## src/hdl/multi_list_append_buffer_top_macros.svh

```systemverilog
// Assertion macros used by the multi-list append buffer datapath module.
`ifndef MULTI_LIST_APPEND_BUFFER_TOP_MACROS_SVH
`define MULTI_LIST_APPEND_BUFFER_TOP_MACROS_SVH

// Same-cycle implication, disabled while reset is asserted.
`define MLAB_ASSERT_IMP(label, clk, rst_n, ante, cons) \
	label: assert property (@(posedge clk) disable iff (!rst_n) (ante) |-> (cons)) \
		else $error("mlab assertion failed");

// Next-cycle implication, disabled while reset is asserted.
`define MLAB_ASSERT_NXT(label, clk, rst_n, ante, cons) \
	label: assert property (@(posedge clk) disable iff (!rst_n) (ante) |=> (cons)) \
		else $error("mlab assertion failed");

`endif

```

## src/hdl/mlab_pkg.sv

```systemverilog
// Types and codes shared by the multi-list append buffer modules.
package mlab_pkg;

	localparam logic [1:0] OP_PUSH  = 2'd0;
	localparam logic [1:0] OP_DUMP  = 2'd1;
	localparam logic [1:0] OP_CLEAR = 2'd2;

	localparam logic [1:0] KIND_ELEMENT = 2'd0;
	localparam logic [1:0] KIND_EMPTY   = 2'd1;
	localparam logic [1:0] KIND_REJECT  = 2'd2;

	typedef struct packed {
		logic [1:0]         operation;
		logic [3:0]         list_index;
		logic signed [31:0] push_value;
	} req_t;

	typedef struct packed {
		logic signed [31:0] element;
		logic [1:0]         result_kind;
		logic               last_of_run;
	} rsp_t;

	typedef struct packed {
		logic push_wr;
		logic clr;
		logic mark_start;
		logic dump_start;
		logic mark_emit;
		logic dump_emit;
	} cmd_t;

	typedef struct packed {
		logic is_push;
		logic is_dump;
		logic is_clear;
		logic full;
		logic empty;
		logic out_free;
		logic dump_last;
	} stat_t;

endpackage

```

## src/hdl/mlab_ctrl.sv

```systemverilog
// Controller state machine: accepts transactions and sequences markers and dumps.
module mlab_ctrl (
	input  logic                 clk,
	input  logic                 arst_n,
	input  logic                 req_valid,
	output logic                 req_stall,
	input  mlab_pkg::stat_t      stat,
	output mlab_pkg::cmd_t       cmd
);
	import mlab_pkg::*;

	typedef enum logic [2:0] {
		ST_IDLE = 3'b001,
		ST_MARK = 3'b010,
		ST_DUMP = 3'b100
	} state_t;

	state_t state_q, state_d;
	logic   acc;

	assign req_stall = (state_q != ST_IDLE);
	assign acc       = req_valid && (state_q == ST_IDLE);

	always_comb begin
		cmd.push_wr    = acc && stat.is_push && !stat.full;
		cmd.clr        = acc && stat.is_clear;
		cmd.mark_start = acc && ((stat.is_push && stat.full) || (stat.is_dump && stat.empty));
		cmd.dump_start = acc && stat.is_dump && !stat.empty;
		cmd.mark_emit  = (state_q == ST_MARK) && stat.out_free;
		cmd.dump_emit  = (state_q == ST_DUMP) && stat.out_free;
	end

	always_comb begin
		state_d = state_q;
		case (state_q)
			ST_IDLE: begin
				if (cmd.mark_start) begin
					state_d = ST_MARK;
				end else if (cmd.dump_start) begin
					state_d = ST_DUMP;
				end
			end
			ST_MARK: begin
				if (stat.out_free) begin
					state_d = ST_IDLE;
				end
			end
			ST_DUMP: begin
				if (stat.out_free && stat.dump_last) begin
					state_d = ST_IDLE;
				end
			end
			default: state_d = ST_IDLE;
		endcase
	end

	always_ff @(posedge clk or negedge arst_n) begin
		if (!arst_n) begin
			state_q <= ST_IDLE;
		end else begin
			state_q <= state_d;
		end
	end

endmodule

```

## config.mk

```make
export PLATFORM = sky130hd
export DESIGN_NAME = mlab_ctrl
export DESIGN_NICKNAME = d
export VERILOG_FILES = /design/src/hdl/multi_list_append_buffer_top_macros.svh /design/src/hdl/mlab_pkg.sv /design/src/hdl/mlab_ctrl.sv
export SDC_FILE = /design/constraint.sdc
export NUM_CORES = 1
export LEC_CHECK = 0
export BUFFER_PORTS_ARGS = -buffer_cell sky130_fd_sc_hd__buf_4
export CORE_AREA = 2 2 39 41
export DETAILED_ROUTE_END_ITERATION = 12
export DIE_AREA = 0 0 41 43
export GPL_TIMING_DRIVEN = 0
export SYNTH_ARGS = -nofsm -noshare
export SYNTH_HDL_FRONTEND = slang
export SYNTH_SLANG_ARGS = --single-unit
export TNS_END_PERCENT = 5
```

## constraint.sdc

```tcl
create_clock -name clk -period 1.3 [get_ports clk]
set_input_delay 0.26 -clock clk [delete_from_list [all_inputs] [get_ports clk]]
set_output_delay 0.26 -clock clk [all_outputs]
set_load 0.05 [all_outputs]
```

==> flow_summary.toml, run 1 <==
[timing]
worst_pin_slew_ns = 0.266
setup_viol = 7
fin_skew_ns = 0.00128
fin_ws_ns = -0.349
fin_setup_tns_ns = -1.92
max_slew_margin = 0.823
drv_slew = 0
max_freq_mhz = 606
rsz0062_at_grt = "true"
min_period_ns = 1.65
finalHoldViolations = 0
fin_hold_ws_ns = 0.326
fin_crit_sh = 1.27

[global_routing]
grt_use_total = 0.0886
grt_pass1_vias = 280
antenna_found_initial = 0
grt_max_degree = 8
grt_pass1_wl_mm = 1.04
grt.overflow.total = 0

[pwr]
p_switching_uw = 189
p_int_uw = 344
power.total_uw = 532
p_sw_frac = 0.355
comb_power_share = 0.470
p_leak_uw = 0.000247
power_density_nw_per_um2 = 1010
pwr-share-seq = 0.222
ir_drop_mv = 0.397
pwr-share-clk = 0.307

[worst_setup_path]
critPathKind = "reg2out"
cp_data_required_time_ns = 1.04
crit_path_end_kind = "output pin"
worstPathArrival_ns = 1.39
r2r_cells = 5
cp-start-kind = "flip-flop"
path_max_fanout = 3

[clock_network]
cts_tree = "built"
clockBufferDepth = 2
cts_sinks = 3
numCtsBuffers = 3
clk_latency_ns = 0.23
cts-htree-levels = 1
clockRootBuffer = "clkbuf_4"
clk_pin_slew_ns = 0.04

[logic_synthesis]
synthAdderAreaFrac = 0
syn_nets = 38
synth-simple-area-share = 0.515
synthXorXnorAreaFrac = 0
synth_top_family_by_area = "simple AND/OR/NAND/NOR gates"
synth_area_per_cell_sq_um = 9.12
synth.area.top_cells = "dfrtp_1, dfstp_2, and3_2"
synth_most_common_cell = "nand2_1"
ys_types = 21
ys.flop_type = "dfrtp_1"
syn-cell-area_sq_um = 255
ys_warn_count = 0
post-synth-top-area-fraction = 0.196
ys_seq_elements = 3
synth_top_area_cell = "dfrtp_1"
synth_edf_count = 0
synthMuxAreaShare = 0
synth_compound_area_frac = 0.172
ys_async_sr_fraction = 1.00
synth_seq_area_share = 0.299
netlist_instances = 28

[floorplan]
die-area_sq_um = 1760
core_sq_um = 1380
dieWidth_um = 41
boundaryPins = 17
die_h_um = 43
initial_core_util = 0.184
rows = 14

[run]
drv_cap = 0

[placement]
gp_congestion = 0.702
dp_cells = 60
dp_hpwl_um = 494
place_ws_ns = -0.254
io_buffers = 16

[finish]
largest_reg_flops = 3
diodes = 0
syn_to_final_growth_pct = 107
drive_gt1_frac = 0.685
top_register = "state_q"
finalNetCount = 65
fin_cells = 70
largestRegisters = "state_q (3)"

[status]
status = "complete, but fails checks"
violations = "negative setup slack"

[detailed_routing]
ant_nets = 0
wl_um = 678
drt-initial-drc-count = 2
routedWlPerCell_um = 9.69
vias = 310
drc = 0
via_per_inst = 4.43
firstDrtPassIters = 4

[worst_hold_path]
holdPathStages = 3
min_path_type = "in2reg"
==> cells in the final DEF (no fill, tap or decap), types with 2 or more instances in the layout <==
master    count
clkbuf_4      3
buf_4        14
nand3b_1      2
and3_2        2
nand2_1       3
a21oi_1       2
buf_6         6
==> final timing paths <==
| path | start | slack, ns | to |
|---|---|---|---|
| setup / recovery | state_q[0] | -0.35 | cmd[4] |
| max in group asynchronous | arst_n | 0.76 | state_q[0] |
| hold reg to reg | state_q[1] | 0.52 | state_q[2] |
| min in group asynchronous | arst_n | 0.35 | state_q[1] |
| hold / removal | req_valid | 0.33 | state_q[2] |
| setup reg to reg | state_q[0] | 0.05 | state_q[2] |
==> repair_timing <==
item | in CTS | in global routing
resized for setup | 9 | 1
endpoints found under the setup margin | 7 | 7
pin swaps | 2 | 3
hold buffers | 1 | 0
setup buffers | 4 | 1
hold endpoints to repair | 3 | 0
==> power groups by stage <==
| stage | Combinational (uW) | Clock [uW] | Sequential [uW] |
|---|---|---|---|
| floorplan | 129 | 0 | 122 |
| global placement | 190 | 0 | 126 |
| detailed placement | 190 | 0 | 126 |
| CTS | 243 | 174 | 118 |
| global route | 266 | 178 | 119 |
| finish | 250 | 164 | 118 |
==> cell type report <==
class	count	area, sq um
clock buffer	4	26.3
timing repair buffer	22	198
fill	148	855
sequential	3	77.6
multi-input combinational	24	204
inverter	1	3.75
tap	16	20.0
==> stage by stage <==
| step | area [sq um] | util |
|---|---|---|
| floorplan | 279 | - |
| global placement | 419 | 0.303 |
| detailed placement | 419 | 0.303 |
| CTS | 518 | 0.374 |
| global route | 529 | 0.382 |
| finish | 529 | 0.382 |
==> critical path, stage by stage (launching register included) <==
cell and delay (ns):
dfstp_2 0.53, nor2b_4 0.18, buf_4 0.13, and3_2 0.17, buf_6 0.15
==> logic make-up after synthesis <==
logic type,after synthesis
flops,3
compound gates,6
simple gates,18
buf+inv,1
==> per-layer routing <==
metal / vias to the layer above / track usage / part of all wire
met5: - / 0 / 0
met4: 0 / 0.0800 / 0.032
met3: 4 / 0.0157 / 0.059
met2: 10 / 0.138 / 0.52
met1: 137 / 0.0942 / 0.39
li1: 159 / - / -
Note: power is estimated with default switching activity, not from simulation.
==> inputs of run 2 (changes only) <==
Settings changed: CELL_PAD_IN_SITES_DETAIL_PLACEMENT set to 1, CELL_PAD_IN_SITES_GLOBAL_PLACEMENT set to 2, CORE_AREA 2 2 39 41 to not set, CORE_MARGIN set to 2, CORE_UTILIZATION set to 19, DIE_AREA 0 0 41 43 to not set, MAX_ROUTING_LAYER set to met4, PLACE_DENSITY_LB_ADDON set to 0.1.
==> flow_summary.toml, run 2 (synthesis results as in run 1) <==
[pwr]
p_leak_uw = 0.000241
pwr-share-clk = 0.306
p_int_uw = 337
comb_power_share = 0.467
p_switching_uw = 193
pwr-share-seq = 0.227
p_sw_frac = 0.364
ir_drop_mv = 0.388
power_density_nw_per_um2 = 1020

[placement]
dp_cells = 59
gp_congestion = 0.679
place_ws_ns = -0.281
place_area_sq_um = 418
io_buffers = 16
dp_hpwl_um = 599

[timing]
drv_slew = 0
fin_crit_sh = 1.27
rsz0062_at_grt = "true"
fin_ws_ns = -0.357
fin_setup_tns_ns = -1.88
worst_pin_slew_ns = 0.268
min_period_ns = 1.66
max_freq_mhz = 604
max_slew_margin = 0.822
fin_skew_ns = 0.00221
finalHoldViolations = 0
setup_viol = 7

[worst_hold_path]
min_path_type = "in2reg"
holdPathStages = 3
hold-path-endpoint = "state_q[2]"
min-delay-start = "req_valid"

[global_routing]
grt_max_degree = 8
grt_most_used_layer = "met2"
grtUsageMet1 = 0.147
use_met3 = 0.0326
grt.overflow.total = 0
grt_pass1_vias = 319
grt_pass1_wl_mm = 1.37
grt_use_total = 0.142
gr-usage-met2 = 0.222
antenna_found_initial = 0

[clock_network]
cts-htree-levels = 1
numCtsBuffers = 3
clk_latency_ns = 0.23
cts_tree = "built"
cts_sinks = 3
clk_pin_slew_ns = 0.03
clockRootBuffer = "clkbuf_4"
clockBufferDepth = 2

[finish]
diodes = 0
largestRegisters = "state_q (3)"
layout_commonest_cell = "buf_4"
design_area_sq_um = 520
largest_reg_flops = 3
drive_gt1_frac = 0.698
fillers = 156
fin_cells = 68
layout_common_cells = "buf_4, buf_6, nand2_1, clkbuf_4"
top_register = "state_q"
finalNetCount = 64
syn_to_final_growth_pct = 104
final_core_util = 0.405

[floorplan]
dieWidth_um = 40.7
die_h_um = 40.7
rows = 13
boundaryPins = 17
core_sq_um = 1280
die-area_sq_um = 1650
initial_core_util = 0.199

[worst_setup_path]
crit_chain = "nor2b_4, buf_4, and3_2, buf_6"
critPathKind = "reg2out"
cp_data_required_time_ns = 1.04
r2r_slack_ns = 0.11
cpPeakStageDelay_ns = 0.53
rr_startpoint = "state_q[0]"
cp-start-kind = "flip-flop"
crit_path_start = "state_q[0]"
path_max_fanout = 4
r2r_cells = 4
cp_slowest_cell = "dfstp_2"
worstPathArrival_ns = 1.40
crit_path_end_kind = "output pin"
rr_endpoint = "state_q[0]"

[detailed_routing]
via_per_inst = 4.56
drc = 0
wl_um = 821
routedWlPerCell_um = 12.1
firstDrtPassIters = 2
drt-initial-drc-count = 1
ant_nets = 0
vias = 310

[status]
violations = "negative setup slack"
status = "complete, but fails checks"

[run]
drv_cap = 0
[run 2: changes by cell type in the layout (fill, tap and decap cells not counted), sizes merged]
cell and change:
buf -1
[run 2: worst max-delay path by stage]
| stage | cells after the start | endpoint | slack, ns |
|---|---|---|---|
| floorplan | 3 | cmd[5] | -0.29 |
| global placement | 4 | cmd[5] | -0.26 |
| detailed placement | 4 | cmd[5] | -0.28 |
| CTS | 4 | cmd[5] | -0.36 |
| global route | 4 | cmd[5] | -0.44 |
| finish | 4 | cmd[2] | -0.36 |
[run 2: cell type report]
cell class / count / area, sq um / share of cell area
sequential: 3 / 78.8 / 0.151
tap: 15 / 18.8 / 0.0361
timing repair buffer: 21 / 186 / 0.358
inverter: 1 / 6.26 / 0.0120
clock buffer: 4 / 26.3 / 0.0505
multi-input combinational: 24 / 204 / 0.392
[run 2: stage by stage]
stage               total power [uW]  hold WS, ns
floorplan                        250      -0.0356
global placement                 317       0.0474
detailed placement               320       0.0495
CTS                              532        0.322
global route                     570        0.339
finish                           530        0.325
[run 2: per-layer routing]
| layer | routed length (um) | part of all wire |
|---|---|---|
| met3 | 26 | 0.032 |
| met2 | 457 | 0.56 |
| met4 | 0 | 0 |
| met1 | 338 | 0.41 |
| met5 | 0 | 0 |
[run 2: power groups by stage]
stage / Sequential [uW] / Clock, uW / Combinational (uW)
floorplan: 122 / 0 / 129
global placement: 127 / 0 / 191
detailed placement: 127 / 0 / 193
CTS: 119 / 173 / 240
global route: 123 / 182 / 265
finish: 120 / 162 / 247
[run 2: critical path, delay by kind of cell, from the launching register on]
kind / cells / cell delay, ns
AND/OR/NAND/NOR: 2 / 0.36
buffers and inverters: 2 / 0.28
flip-flops: 1 / 0.53
[run 2: timing repair]
item | CTS | global route
hold buffers | 1 | 0
endpoints found under the setup margin | 7 | 7
pin swaps | 2 | 0
resized for setup | 9 | 2
hold endpoints to repair | 3 | 0
setup buffers | 3 | 1
==> inputs of run 3 (changes only) <==
Settings changed: GPL_TIMING_DRIVEN 0 to not set.
==> flow_summary.toml, run 3 (synthesis results as in run 1) <==
[floorplan]
boundaryPins = 17
die-area_sq_um = 1650
dieWidth_um = 40.7
core_sq_um = 1280
die_h_um = 40.7
rows = 13
initial_core_util = 0.199

[detailed_routing]
drc = 0
wl_um = 835
firstDrtPassIters = 2
drt-initial-drc-count = 1
via_per_inst = 4.56
routedWlPerCell_um = 11.9
ant_nets = 0
vias = 319

[timing]
fin_crit_sh = 1.26
finalHoldViolations = 0
fin_ws_ns = -0.344
drv_slew = 0
max_freq_mhz = 608
setup_viol = 7
max_slew_margin = 0.816
rsz0062_at_grt = "true"
worst_pin_slew_ns = 0.276
fin_skew_ns = 0.00461
min_period_ns = 1.64

[clock_network]
cts_sinks = 3
clockRootBuffer = "clkbuf_4"
clk_pin_slew_ns = 0.03
clockBufferDepth = 2
cts-htree-levels = 1
clk_latency_ns = 0.24
numCtsBuffers = 3
cts_tree = "built"

[worst_setup_path]
cpPeakStageDelay_ns = 0.52
crit_chain = "nor2b_4, nand2_4, nor3b_4, buf_6"
cp_slowest_cell = "dfstp_2"
worstPathArrival_ns = 1.38
critPathKind = "reg2out"
crit_path_end_kind = "output pin"
r2r_cells = 4
cp_data_required_time_ns = 1.04
cp-start-kind = "flip-flop"
path_max_fanout = 4

[status]
violations = "negative setup slack"
status = "complete, but fails checks"

[pwr]
pwr-share-clk = 0.311
p_switching_uw = 196
ir_drop_mv = 0.556
comb_power_share = 0.482
p_int_uw = 341
pwr-share-seq = 0.207
power_density_nw_per_um2 = 1000
p_sw_frac = 0.365
p_leak_uw = 0.000255

[finish]
diodes = 0
layout_commonest_cell = "buf_4"
syn_to_final_growth_pct = 109
largestRegisters = "state_q (3)"
largest_reg_flops = 3
top_register = "state_q"
finalNetCount = 66
layout_common_cells = "buf_4, buf_6, nand2_1, clkbuf_4"
drive_gt1_frac = 0.673
final_core_util = 0.416
fillers = 151

[global_routing]
grt_pass1_vias = 350
antenna_found_initial = 0
grt_max_degree = 7
grt_pass1_wl_mm = 1.44
grt.overflow.total = 0
grt_use_total = 0.140

[run]
drv_cap = 0

[placement]
place_ws_ns = -0.163
gp_congestion = 0.673
io_buffers = 16
dp_hpwl_um = 656

[worst_hold_path]
min_path_type = "in2reg"
holdPathStages = 4
[run 3: cell count changes in the layout (fill, tap and decap cells not counted)]
cell and delta:
buf_6 -1, dfrtp_1 +2, buf_8 +1, inv_4 -1
inv_2 +1, dfrtp_2 -2, buf_4 +2
[run 3: repair_timing]
item / CTS / global route
endpoints found under the hold margin: 3 / 0
buffers inserted: 1 / 0
endpoints found under the setup margin: 7 / 7
hold buffers: 1 / 0
resized for setup: 8 / 1
[run 3: layout make-up]
cell class | count | area, sq um | area share
multi-input cells | 24 | 204 | 0.382
clock buffers | 4 | 26.3 | 0.0492
flip-flops and latches | 3 | 76.3 | 0.143
well taps | 15 | 18.8 | 0.0351
repair buffers | 23 | 205 | 0.384
inverters | 1 | 3.75 | 0.00703
[run 3: worst paths after layout]
check	slack, ns	startpoint	to
max	-0.34	state_q[0]	cmd[5]
min	0.34	stat[0]	state_q[2]
max reg2reg	0.12	state_q[0]	state_q[2]
min reg2reg	0.54	state_q[1]	state_q[2]
max in group asynchronous	0.76	arst_n	state_q[0]
min in group asynchronous	0.35	arst_n	state_q[1]
[run 3: power groups by stage]
stage	Combinational, uW	Sequential (uW)	Clock (uW)
after global placement	228	113	0
after CTS	258	111	177
final	258	111	167
after detailed placement	230	112	0
after floorplan	129	122	0
after global routing	277	112	182
[run 3: critical path, delay by kind of cell (launching register included)]
kind | cells | cell delay [ns]
buffers and inverters | 1 | 0.18
flip-flops | 1 | 0.52
AND/OR/NAND/NOR | 3 | 0.45
[run 3: metrics by stage]
step / std cells / hold slack (ns) / cell area [sq um] / TNS [ns] / power (uW)
global route: 70 / 0.352 / 534 / -2.29 / 571
finish: 70 / 0.343 / 534 / -1.78 / 536
detailed placement: 64 / 0.0496 / 455 / -0.267 / 342
CTS: 70 / 0.323 / 531 / -1.91 / 546
floorplan: 28 / -0.0356 / 279 / -0.775 / 250
global placement: 64 / 0.0481 / 455 / -0.197 / 340
[run 3: routing by layer]
layer	vias up	track usage	wire length, um
met3	2	0.0326	37
li1	159	-	-
met5	-	-	0
met4	0	0.0750	16
met2	10	0.270	473
met1	148	0.124	308
